$ cat src/rtl/core/sea_pkg.sv
// ----------------------------------------------------------------------------
// Squared error accumulator package
// Widths, operation, kind and status codes, sequencer states and the shared
// divide / square root unit's control types.
// ----------------------------------------------------------------------------
package sea_pkg;

  localparam int SAMPLE_BITS = 16;
  localparam int DIFF_BITS   = SAMPLE_BITS + 1;
  localparam int PROD_BITS   = 2 * SAMPLE_BITS;
  localparam int SUM_BITS    = 48;
  localparam int COUNT_BITS  = 24;
  localparam int AGG_BITS    = 48;
  localparam int FRAC_OUT    = 24;

  localparam int ROOT_BITS   = (SUM_BITS + FRAC_OUT + 1) / 2;
  localparam int RAD_BITS    = 2 * ROOT_BITS;
  localparam int ALU_BITS    = (COUNT_BITS + 1 > ROOT_BITS + 3) ? COUNT_BITS + 1
                                                               : ROOT_BITS + 3;
  localparam int ITER_BITS   = $clog2(SUM_BITS + 1);

  localparam int OP_BITS     = 2;
  localparam int KIND_BITS   = 2;
  localparam int STATUS_BITS = 2;

  localparam logic [OP_BITS-1:0] OP_UPDATE = 2'd0;
  localparam logic [OP_BITS-1:0] OP_REPORT = 2'd1;
  localparam logic [OP_BITS-1:0] OP_CLEAR  = 2'd2;

  localparam logic [KIND_BITS-1:0] KIND_MEAN_SQUARE = 2'd0;
  localparam logic [KIND_BITS-1:0] KIND_ROOT_MEAN   = 2'd1;
  localparam logic [KIND_BITS-1:0] KIND_HALF_SUM    = 2'd2;
  localparam logic [KIND_BITS-1:0] KIND_INVALID     = 2'd3;

  localparam logic [STATUS_BITS-1:0] STATUS_OK      = 2'd0;
  localparam logic [STATUS_BITS-1:0] STATUS_EMPTY   = 2'd1;
  localparam logic [STATUS_BITS-1:0] STATUS_INVALID = 2'd2;

  typedef enum logic [2:0] {
    ST_IDLE,
    ST_SQUARE,
    ST_ACCUM,
    ST_DIVIDE,
    ST_ROOT,
    ST_RESULT
  } sea_state_t;

  typedef enum logic {
    MODE_DIV,
    MODE_SQRT
  } sea_mode_t;

  typedef struct packed {
    logic      start;
    sea_mode_t mode;
  } sea_unit_ctl_t;

  typedef struct packed {
    logic busy;
    logic done;
  } sea_unit_sts_t;

  function automatic logic [AGG_BITS-1:0] clamp_agg(input logic [SUM_BITS-1:0] v);
    logic [SUM_BITS+AGG_BITS-1:0] wide_v;
    logic [SUM_BITS+AGG_BITS-1:0] wide_max;
    wide_v   = (SUM_BITS + AGG_BITS)'(v);
    wide_max = {{SUM_BITS{1'b0}}, {AGG_BITS{1'b1}}};
    if (wide_v > wide_max) begin
      clamp_agg = {AGG_BITS{1'b1}};
    end else begin
      clamp_agg = wide_v[AGG_BITS-1:0];
    end
  endfunction

endpackage

$ cat src/rtl/core/sea_if.sv
// ----------------------------------------------------------------------------
// Squared error accumulator channels
// Request channel (operation and sample pair) and result channel, each with
// valid / ready and a source and a sink side.
// ----------------------------------------------------------------------------
interface sea_req_if;
  logic                                     valid;
  logic                                     ready;
  logic [sea_pkg::OP_BITS-1:0]              operation;
  logic signed [sea_pkg::SAMPLE_BITS-1:0]   actual_value;
  logic signed [sea_pkg::SAMPLE_BITS-1:0]   ideal_value;

  modport source (output valid, output operation, output actual_value,
                  output ideal_value, input ready);
  modport sink   (input valid, input operation, input actual_value,
                  input ideal_value, output ready);
endinterface

interface sea_rsp_if;
  logic                                     valid;
  logic                                     ready;
  logic signed [sea_pkg::DIFF_BITS-1:0]     difference;
  logic [sea_pkg::AGG_BITS-1:0]             aggregate;
  logic [sea_pkg::STATUS_BITS-1:0]          status;

  modport source (output valid, output difference, output aggregate,
                  output status, input ready);
  modport sink   (input valid, input difference, input aggregate,
                  input status, output ready);
endinterface

$ cat src/rtl/core/sea_divsqrt.sv
// ----------------------------------------------------------------------------
// Shared divide / square root unit
// Restoring divider (one quotient bit a cycle) and digit-by-digit square root
// (one root bit a cycle) over one shared compare-and-subtract.
// ----------------------------------------------------------------------------
module sea_divsqrt (
  input  logic                               clk,
  input  logic                               rst,
  input  sea_pkg::sea_unit_ctl_t             ctl,
  input  logic [sea_pkg::SUM_BITS-1:0]       operand,
  input  logic [sea_pkg::COUNT_BITS-1:0]     divisor,
  output sea_pkg::sea_unit_sts_t             sts,
  output logic [sea_pkg::SUM_BITS-1:0]       result
);

  logic                              busy;
  logic                              done;
  sea_pkg::sea_mode_t                mode;
  logic [sea_pkg::ITER_BITS-1:0]     iter;
  logic [sea_pkg::ALU_BITS-1:0]      rem;
  logic [sea_pkg::RAD_BITS-1:0]      val;
  logic [sea_pkg::SUM_BITS-1:0]      quot;

  logic [sea_pkg::ALU_BITS-1:0]      trial_a;
  logic [sea_pkg::ALU_BITS-1:0]      trial_b;
  logic [sea_pkg::ALU_BITS:0]        trial_diff;
  logic                              fits;

  always_comb begin
    if (mode == sea_pkg::MODE_DIV) begin
      trial_a = {rem[sea_pkg::ALU_BITS-2:0], val[sea_pkg::RAD_BITS-1]};
      trial_b = {{(sea_pkg::ALU_BITS - sea_pkg::COUNT_BITS){1'b0}}, divisor};
    end else begin
      trial_a = {rem[sea_pkg::ALU_BITS-3:0], val[sea_pkg::RAD_BITS-1 -: 2]};
      trial_b = {{(sea_pkg::ALU_BITS - sea_pkg::ROOT_BITS - 2){1'b0}},
                 quot[sea_pkg::ROOT_BITS-1:0], 2'b01};
    end
    trial_diff = {1'b0, trial_a} - {1'b0, trial_b};
    fits       = !trial_diff[sea_pkg::ALU_BITS];
  end

  always_ff @(posedge clk) begin
    if (rst) begin
      busy <= 1'b0;
      done <= 1'b0;
      mode <= sea_pkg::MODE_DIV;
      iter <= '0;
    end else begin
      done <= busy && (iter == sea_pkg::ITER_BITS'(1));
      if (ctl.start) begin
        busy <= 1'b1;
        mode <= ctl.mode;
        iter <= (ctl.mode == sea_pkg::MODE_DIV) ? sea_pkg::ITER_BITS'(sea_pkg::SUM_BITS)
                                                : sea_pkg::ITER_BITS'(sea_pkg::ROOT_BITS);
      end else if (busy) begin
        iter <= iter - 1'b1;
        if (iter == sea_pkg::ITER_BITS'(1)) begin
          busy <= 1'b0;
        end
      end
    end
  end

  always_ff @(posedge clk) begin
    if (ctl.start) begin
      rem  <= '0;
      quot <= '0;
      if (ctl.mode == sea_pkg::MODE_DIV) begin
        val <= {operand, {(sea_pkg::RAD_BITS - sea_pkg::SUM_BITS){1'b0}}};
      end else begin
        val <= sea_pkg::RAD_BITS'(operand) << sea_pkg::FRAC_OUT;
      end
    end else if (busy) begin
      rem  <= fits ? trial_diff[sea_pkg::ALU_BITS-1:0] : trial_a;
      quot <= {quot[sea_pkg::SUM_BITS-2:0], fits};
      if (mode == sea_pkg::MODE_DIV) begin
        val <= val << 1;
      end else begin
        val <= val << 2;
      end
    end
  end

  assign sts.busy = busy;
  assign sts.done = done;
  assign result   = quot;

endmodule

$ cat src/rtl/core/squared_error_accumulator.sv
// ----------------------------------------------------------------------------
// Squared error accumulator
// Accumulates squared sample differences and a sample count; reports mean
// square (integer), root mean square (12 fraction bits) or half sum of squares (integer).
// ----------------------------------------------------------------------------
//  Channel   Side   Handshake          Carries
//  req       sink   valid / ready      operation, actual_value, ideal_value
//  rsp       source valid / ready      difference, aggregate, status
//  cfg       sink   cfg_write          cfg_data -> error_kind
//
//  One request at a time. An update runs square, accumulate and result; a clear,
//  an unused code or a report without a divide goes to result; a mean square
//  report divides and a root mean square report then takes the square root, in
//  the shared one-bit-a-cycle divide / square root unit. Reset clears sum, count
//  and error_kind. A stalled result holds in the output register; a new request
//  is accepted meanwhile and waits in the result stage if it is full.
// ----------------------------------------------------------------------------
module squared_error_accumulator (
  input  logic                              clk,
  input  logic                              rst,
  sea_req_if.sink                           req,
  sea_rsp_if.source                         rsp,
  input  logic                              cfg_write,
  input  logic [sea_pkg::KIND_BITS-1:0]     cfg_data
);

  sea_pkg::sea_state_t                   state;
  sea_pkg::sea_state_t                   state_next;
  logic [sea_pkg::KIND_BITS-1:0]         error_kind;
  logic [sea_pkg::SUM_BITS-1:0]          square_sum;
  logic [sea_pkg::COUNT_BITS-1:0]        sample_count;
  logic signed [sea_pkg::DIFF_BITS-1:0]  res_diff;
  logic [sea_pkg::AGG_BITS-1:0]          res_agg;
  logic [sea_pkg::STATUS_BITS-1:0]       res_status;
  logic [sea_pkg::PROD_BITS-1:0]         product;

  logic                                  accept;
  logic                                  out_load;
  logic signed [sea_pkg::DIFF_BITS-1:0]  diff_in;
  logic [sea_pkg::DIFF_BITS-1:0]         diff_abs;
  logic [sea_pkg::SUM_BITS:0]            sum_ext;
  sea_pkg::sea_unit_ctl_t                unit_ctl;
  sea_pkg::sea_unit_sts_t                unit_sts;
  logic [sea_pkg::SUM_BITS-1:0]          unit_result;
  logic [sea_pkg::SUM_BITS-1:0]          unit_operand;

  assign accept  = req.valid && req.ready;
  assign diff_in = $signed({req.ideal_value[sea_pkg::SAMPLE_BITS-1], req.ideal_value})
                 - $signed({req.actual_value[sea_pkg::SAMPLE_BITS-1], req.actual_value});
  assign diff_abs = res_diff[sea_pkg::DIFF_BITS-1] ? sea_pkg::DIFF_BITS'(-res_diff)
                                                   : sea_pkg::DIFF_BITS'(res_diff);
  assign sum_ext  = {1'b0, square_sum} + (sea_pkg::SUM_BITS + 1)'(product);
  assign unit_operand = (state == sea_pkg::ST_IDLE) ? square_sum : unit_result;

  sea_divsqrt u_divsqrt (
    .clk     (clk),
    .rst     (rst),
    .ctl     (unit_ctl),
    .operand (unit_operand),
    .divisor (sample_count),
    .sts     (unit_sts),
    .result  (unit_result)
  );

  always_ff @(posedge clk) begin
    if (rst) begin
      state <= sea_pkg::ST_IDLE;
    end else begin
      state <= state_next;
    end
  end

  always_comb begin
    state_next     = state;
    req.ready      = 1'b0;
    out_load       = 1'b0;
    unit_ctl.start = 1'b0;
    unit_ctl.mode  = sea_pkg::MODE_DIV;
    case (state)
      sea_pkg::ST_IDLE: begin
        req.ready = 1'b1;
        if (req.valid) begin
          case (req.operation)
            sea_pkg::OP_UPDATE: state_next = sea_pkg::ST_SQUARE;
            sea_pkg::OP_REPORT: begin
              if (sample_count != '0 && (error_kind == sea_pkg::KIND_MEAN_SQUARE ||
                                         error_kind == sea_pkg::KIND_ROOT_MEAN)) begin
                unit_ctl.start = 1'b1;
                state_next     = sea_pkg::ST_DIVIDE;
              end else begin
                state_next = sea_pkg::ST_RESULT;
              end
            end
            default: state_next = sea_pkg::ST_RESULT;
          endcase
        end
      end
      sea_pkg::ST_SQUARE: state_next = sea_pkg::ST_ACCUM;
      sea_pkg::ST_ACCUM:  state_next = sea_pkg::ST_RESULT;
      sea_pkg::ST_DIVIDE: begin
        if (unit_sts.done) begin
          if (error_kind == sea_pkg::KIND_ROOT_MEAN) begin
            unit_ctl.start = 1'b1;
            unit_ctl.mode  = sea_pkg::MODE_SQRT;
            state_next     = sea_pkg::ST_ROOT;
          end else begin
            state_next = sea_pkg::ST_RESULT;
          end
        end
      end
      sea_pkg::ST_ROOT: begin
        if (unit_sts.done) begin
          state_next = sea_pkg::ST_RESULT;
        end
      end
      sea_pkg::ST_RESULT: begin
        if (!rsp.valid || rsp.ready) begin
          out_load   = 1'b1;
          state_next = sea_pkg::ST_IDLE;
        end
      end
      default: state_next = sea_pkg::ST_IDLE;
    endcase
  end

  always_ff @(posedge clk) begin
    if (rst) begin
      error_kind <= sea_pkg::KIND_MEAN_SQUARE;
    end else if (cfg_write) begin
      error_kind <= cfg_data;
    end
  end

  always_ff @(posedge clk) begin
    if (rst) begin
      square_sum   <= '0;
      sample_count <= '0;
    end else if (accept && req.operation == sea_pkg::OP_CLEAR) begin
      square_sum   <= '0;
      sample_count <= '0;
    end else if (state == sea_pkg::ST_ACCUM) begin
      square_sum <= sum_ext[sea_pkg::SUM_BITS] ? {sea_pkg::SUM_BITS{1'b1}}
                                               : sum_ext[sea_pkg::SUM_BITS-1:0];
      if (sample_count != {sea_pkg::COUNT_BITS{1'b1}}) begin
        sample_count <= sample_count + 1'b1;
      end
    end
  end

  always_ff @(posedge clk) begin
    if (accept) begin
      res_diff <= (req.operation == sea_pkg::OP_UPDATE) ? diff_in : '0;
      if (req.operation == sea_pkg::OP_REPORT && sample_count == '0) begin
        res_agg    <= '0;
        res_status <= sea_pkg::STATUS_EMPTY;
      end else if (req.operation == sea_pkg::OP_REPORT &&
                   error_kind == sea_pkg::KIND_HALF_SUM) begin
        res_agg    <= sea_pkg::clamp_agg(square_sum >> 1);
        res_status <= sea_pkg::STATUS_OK;
      end else if (req.operation == sea_pkg::OP_REPORT &&
                   error_kind == sea_pkg::KIND_INVALID) begin
        res_agg    <= '0;
        res_status <= sea_pkg::STATUS_INVALID;
      end else begin
        res_agg    <= '0;
        res_status <= sea_pkg::STATUS_OK;
      end
    end else if ((state == sea_pkg::ST_DIVIDE && unit_sts.done &&
                  error_kind != sea_pkg::KIND_ROOT_MEAN) ||
                 (state == sea_pkg::ST_ROOT && unit_sts.done)) begin
      res_agg <= sea_pkg::clamp_agg(unit_result);
    end
    if (state == sea_pkg::ST_SQUARE) begin
      product <= diff_abs[sea_pkg::SAMPLE_BITS-1:0] * diff_abs[sea_pkg::SAMPLE_BITS-1:0];
    end
  end

  always_ff @(posedge clk) begin
    if (rst) begin
      rsp.valid <= 1'b0;
    end else if (out_load) begin
      rsp.valid <= 1'b1;
    end else if (rsp.ready) begin
      rsp.valid <= 1'b0;
    end
  end

  always_ff @(posedge clk) begin
    if (out_load) begin
      rsp.difference <= res_diff;
      rsp.aggregate  <= res_agg;
      rsp.status     <= res_status;
    end
  end

  a_unit_idle_when_ready: assert property (@(posedge clk) disable iff (rst)
    state == sea_pkg::ST_IDLE |-> !unit_sts.busy)
    else $error("divide / square root unit busy while accepting requests");

  a_count_after_accum: assert property (@(posedge clk) disable iff (rst)
    state == sea_pkg::ST_ACCUM |=> sample_count != '0)
    else $error("sample count zero after an update");

  a_sum_monotonic: assert property (@(posedge clk) disable iff (rst)
    state == sea_pkg::ST_ACCUM |=> square_sum >= $past(square_sum))
    else $error("square sum decreased on update");

  a_result_from_stage: assert property (@(posedge clk) disable iff (rst)
    $rose(rsp.valid) |-> $past(state) == sea_pkg::ST_RESULT)
    else $error("result raised outside the result stage");

endmodule
$ cat src/flat_wrapper.sv
// flat-port wrapper written by rule: the top's interface ports become plain ports
module squared_error_accumulator_flat 
  (clk, rst, cfg_write, cfg_data, req_valid, req_operation, req_actual_value, req_ideal_value, req_ready, rsp_valid, rsp_difference, rsp_aggregate, rsp_status, rsp_ready);
  sea_req_if req_i ();
  sea_rsp_if rsp_i ();
  input  logic clk;
  input  logic rst;
  input  logic cfg_write;
  input  logic [sea_pkg::KIND_BITS-1:0] cfg_data;
  input wire logic [$bits(req_i.valid)-1:0] req_valid;
  input wire logic [$bits(req_i.operation)-1:0] req_operation;
  input wire logic [$bits(req_i.actual_value)-1:0] req_actual_value;
  input wire logic [$bits(req_i.ideal_value)-1:0] req_ideal_value;
  output wire logic [$bits(req_i.ready)-1:0] req_ready;
  output wire logic [$bits(rsp_i.valid)-1:0] rsp_valid;
  output wire logic [$bits(rsp_i.difference)-1:0] rsp_difference;
  output wire logic [$bits(rsp_i.aggregate)-1:0] rsp_aggregate;
  output wire logic [$bits(rsp_i.status)-1:0] rsp_status;
  input wire logic [$bits(rsp_i.ready)-1:0] rsp_ready;
  assign req_i.valid = req_valid;
  assign req_i.operation = req_operation;
  assign req_i.actual_value = req_actual_value;
  assign req_i.ideal_value = req_ideal_value;
  assign req_ready = req_i.ready;
  assign rsp_valid = rsp_i.valid;
  assign rsp_difference = rsp_i.difference;
  assign rsp_aggregate = rsp_i.aggregate;
  assign rsp_status = rsp_i.status;
  assign rsp_i.ready = rsp_ready;
  squared_error_accumulator u_core (.clk(clk), .rst(rst), .req(req_i), .rsp(rsp_i), .cfg_write(cfg_write), .cfg_data(cfg_data));
endmodule
$ cat config.mk
export PLATFORM = sky130hd
export DESIGN_NAME = squared_error_accumulator_flat
export DESIGN_NICKNAME = d
export VERILOG_FILES = /design/src/rtl/core/sea_pkg.sv /design/src/rtl/core/sea_if.sv /design/src/rtl/core/sea_divsqrt.sv /design/src/rtl/core/squared_error_accumulator.sv /design/src/flat_wrapper.sv
export SDC_FILE = /design/constraint.sdc
export NUM_CORES = 1
export LEC_CHECK = 0
export BUFFER_PORTS_ARGS = -buffer_cell sky130_fd_sc_hd__buf_2
export CORE_ASPECT_RATIO = 0.8
export CORE_MARGIN = 2
export CORE_UTILIZATION = 40
export DETAILED_ROUTE_END_ITERATION = 8
export GPL_ROUTABILITY_DRIVEN = 1
export PLACE_DENSITY = 0.55
export SLEW_MARGIN = 25
export SYNTH_ARGS = -nofsm -noshare
export SYNTH_HDL_FRONTEND = slang
export SYNTH_SLANG_ARGS = --single-unit
$ cat constraint.sdc
create_clock -name clk -period 9.8 [get_ports clk]
set_clock_uncertainty 0.1 [all_clocks]
set_input_delay 1.96 -clock clk [delete_from_list [all_inputs] [get_ports clk]]
set_output_delay 1.96 -clock clk [all_outputs]
set_load 0.03 [all_outputs]
==> flow_summary.toml <==
[sta]
fmaxAchievable_mhz = 114.7
setup-violations-final = 0
hold_violations = 0
slew_headroom_pct = 32.66
report.final.slew_viol_count = 0
worstMarginPinSlew_ns = 1.010
fin_crit_ns = 8.716
period_share_pct = 88.94
rsz0062_at_grt = "false"
tns_ns = 0

[global_route]
met1_usage_pct = 26.95
grt_pass1_wl_um = 114100
gr-usage-met2_pct = 32.37
use_met3_pct = 2.919
grt_pass1_vias = 21236
grt-busiest-layer = "met2"
grt_overflow = 0
grt_usage_pct = 19.66
grt_start_max_net_pins = 92
antenna_found_initial = 2

[die]
start_util_pct = 40.43
coreArea_sq_mm = 0.06887
dieArea_sq_mm = 0.07175
die_h_um = 240.0
rows = 86
die_w_um = 299.0
io_pins = 110

[logic_synthesis]
yosysTopAreaCellShare_pct = 22.97
muxShareOfSynthArea_pct = 4.624
synthesis.nets = 3328
syn_area_sq_mm = 0.02784
synth_area_leaders = "edfxtp_1 (23%), dfxtp_1 (12%), fa_1 (12%), ha_1 (8.4%), nor2_1 (4.0%)"
ys_warn_count = 0
syn_avg_cell_area_sq_um = 9.493
synth_top_family_by_area = "adder cells"
synth-adder-area-share_pct = 20.41
synthCells = 2933
synthArstFlopShare_pct = 0
synth_compound_area_share_pct = 13.98
ys.flop_type = "edfxtp_1"
yosysMostFrequentCell = "nor2_1"
seq_area_frac_synth_pct = 35.41
synth_edf_count = 213
yosysTopAreaCell = "edfxtp_1"
ys_types = 80
synth_simple_gate_area_share_pct = 14.68
ys_ff_latch = 386
netlist_top_cells_count = "nor2_1 (296), inv_1 (295), nand2_1 (275), edfxtp_1 (213), ha_1 (187)"
synth_xor_area_share_pct = 4.687

[drt]
routedWlPerCell_um = 17.83
drt_drc_violations_left = 0
ant_nets = 0
wirelength_um = 70320
viasPerCell = 5.367
drt_iter0_markers = 1296
vias = 21163
firstDrtPassIters = 5

[worst_setup_path]
cp.arrival_ns = 8.95
cp_common_cell = "fa_1"
r2r-start = "u_core.res_diff[0]"
cp-startpoint = "u_core.res_diff[0]"
slowest_stage = "fa_1"
cp_slowest_stage_delay_ns = 0.57
required_ns = 10.03
worst_setup_path_end_kind = "flop"
critPathMaxFanout = 9
cp-start-kind = "flop"
critPathBufInv = 6
path_class = "flop to flop"
crit_family = "adder cells"

[hold_path]
worstHoldStart = "u_core.res_agg[47]"
hp-class = "flop to flop"

[clocking]
ctsResizeCount = 0
tritoncts.num_buffers = 43
path_clk_slew_ns = 0.06
cts_sinks = 386
post_cts.repair.setup_buffers = 0
htreeDepth = 2
clk_path_buf_depth = 3
clockRootBuffer = "clkbuf_16"
insertion_delay_ns = 0.60
hold_buffers = 0
cts_tree = "done"

[place]
routabilityCongestion = 0.8944
io_buffer_count = 109
dp_hpwl_um = 52250

[cells_and_area]
antenna_cells = 0
nets = 3379
layout-drive-gt1-share_pct = 9.606
area_delta_synth_final_pct = 10.27

[flow_run]
maxCapViolations = 0

[status]
outcome = "finished, final reports clean"
[cell usage in the layout (no fill, tap or decap), drive strengths merged, types with 5 or more instances in the layout]
cell type  instances
nor3b              5
nor4              11
nand4             17
mux2              37
a31oi             67
ha               187
and2              13
nand2b            22
mux2i             87
and4               6
or2                5
clkbuf            53
and3              28
clkinv            23
a211oi            78
o211ai            13
a22o              49
fa               167
o21ai             76
a311oi            10
o21a               9
dfxtp            173
edfxtp           213
nor2             296
a21o              47
o31ai              7
nand3             41
a21boi            11
nand2            275
xor2              59
nor2b             64
buf              143
xnor2             90
inv              300
nor3              93
a21oi            153
a221oi             5
o21bai            16
or3               14
[sequential cells by signal (all words and copies together) (netlist names), 3 cells and up]
register / count
u_core.product: 31
u_core.res_agg: 48
u_core.res_diff: 17
u_core.rsp.aggregate: 48
u_core.rsp.difference: 17
u_core.sample_count: 24
u_core.square_sum: 48
u_core.state: 3
u_core.u_divsqrt.iter: 6
u_core.u_divsqrt.rem: 38
u_core.u_divsqrt.result: 48
u_core.u_divsqrt.val: 48
[cells by family after synthesis]
family | Yosys count
AO/OA/AOI/OAI | 580
XOR/XNOR | 149
adder cells (fa/ha/maj) | 354
buffers and inverters | 440
flip-flops | 386
multiplexers | 124
AND/OR/NAND/NOR | 900
[worst paths after layout]
kind	end	slack (ns)	depth (start not counted)
worst max-delay path	u_core.product[31]	1.08	32
worst min-delay path	u_core.rsp.aggregate[47]	0.32	0
worst max register to register	u_core.product[31]	1.08	32
worst min register to register	u_core.rsp.aggregate[47]	0.32	0
[routing by layer]
metal	up-vias	part of all wire, %
li1	10280	-
met1	10274	47
met2	514	46
met3	95	5.0
met4	0	2.2
met5	-	0
[final cells by class]
class | count | area, sq um
clock buffer | 53 | 1136
clock inverter | 27 | 279.0
fill | 6660 | 38160
inverter | 303 | 1137
multi-input combinational | 2107 | 16310
sequential | 386 | 9867
tap | 924 | 1156
timing repair buffer | 143 | 820.8
[through the flow]
stage          utilization (%)  cell area (sq um)  setup slack, ns  instances  hold WS [ns]
6_report                 44.58              30700            1.084       3943        0.3177
5_1_grt                  44.58              30700           0.6075       3943        0.3211
4_1_cts                  44.58              30700            1.068       3943        0.3190
3_5_place_dp             42.52              29280            1.124       3863        0.3045
3_3_place_gp             42.48              29260            1.342       3862        0.3005
2_1_floorplan                -              27840            1.289       2933        0.3003
[worst register-to-register path: cells and delay by family, from the launching register on]
family | cells | cell delay [ns]
xor gates and xnor gates | 2 | 0.22
buffers and inverters | 6 | 0.76
adders and majority gates | 8 | 3.64
DFF | 1 | 0.52
and+or+nand+nor | 7 | 1.21
AOI/OAI and AO/OA | 9 | 2.01
Power is left out: the tool's default activity adds up to more than one toggle a clock period on the data nets, which glitch-free logic cannot reach.
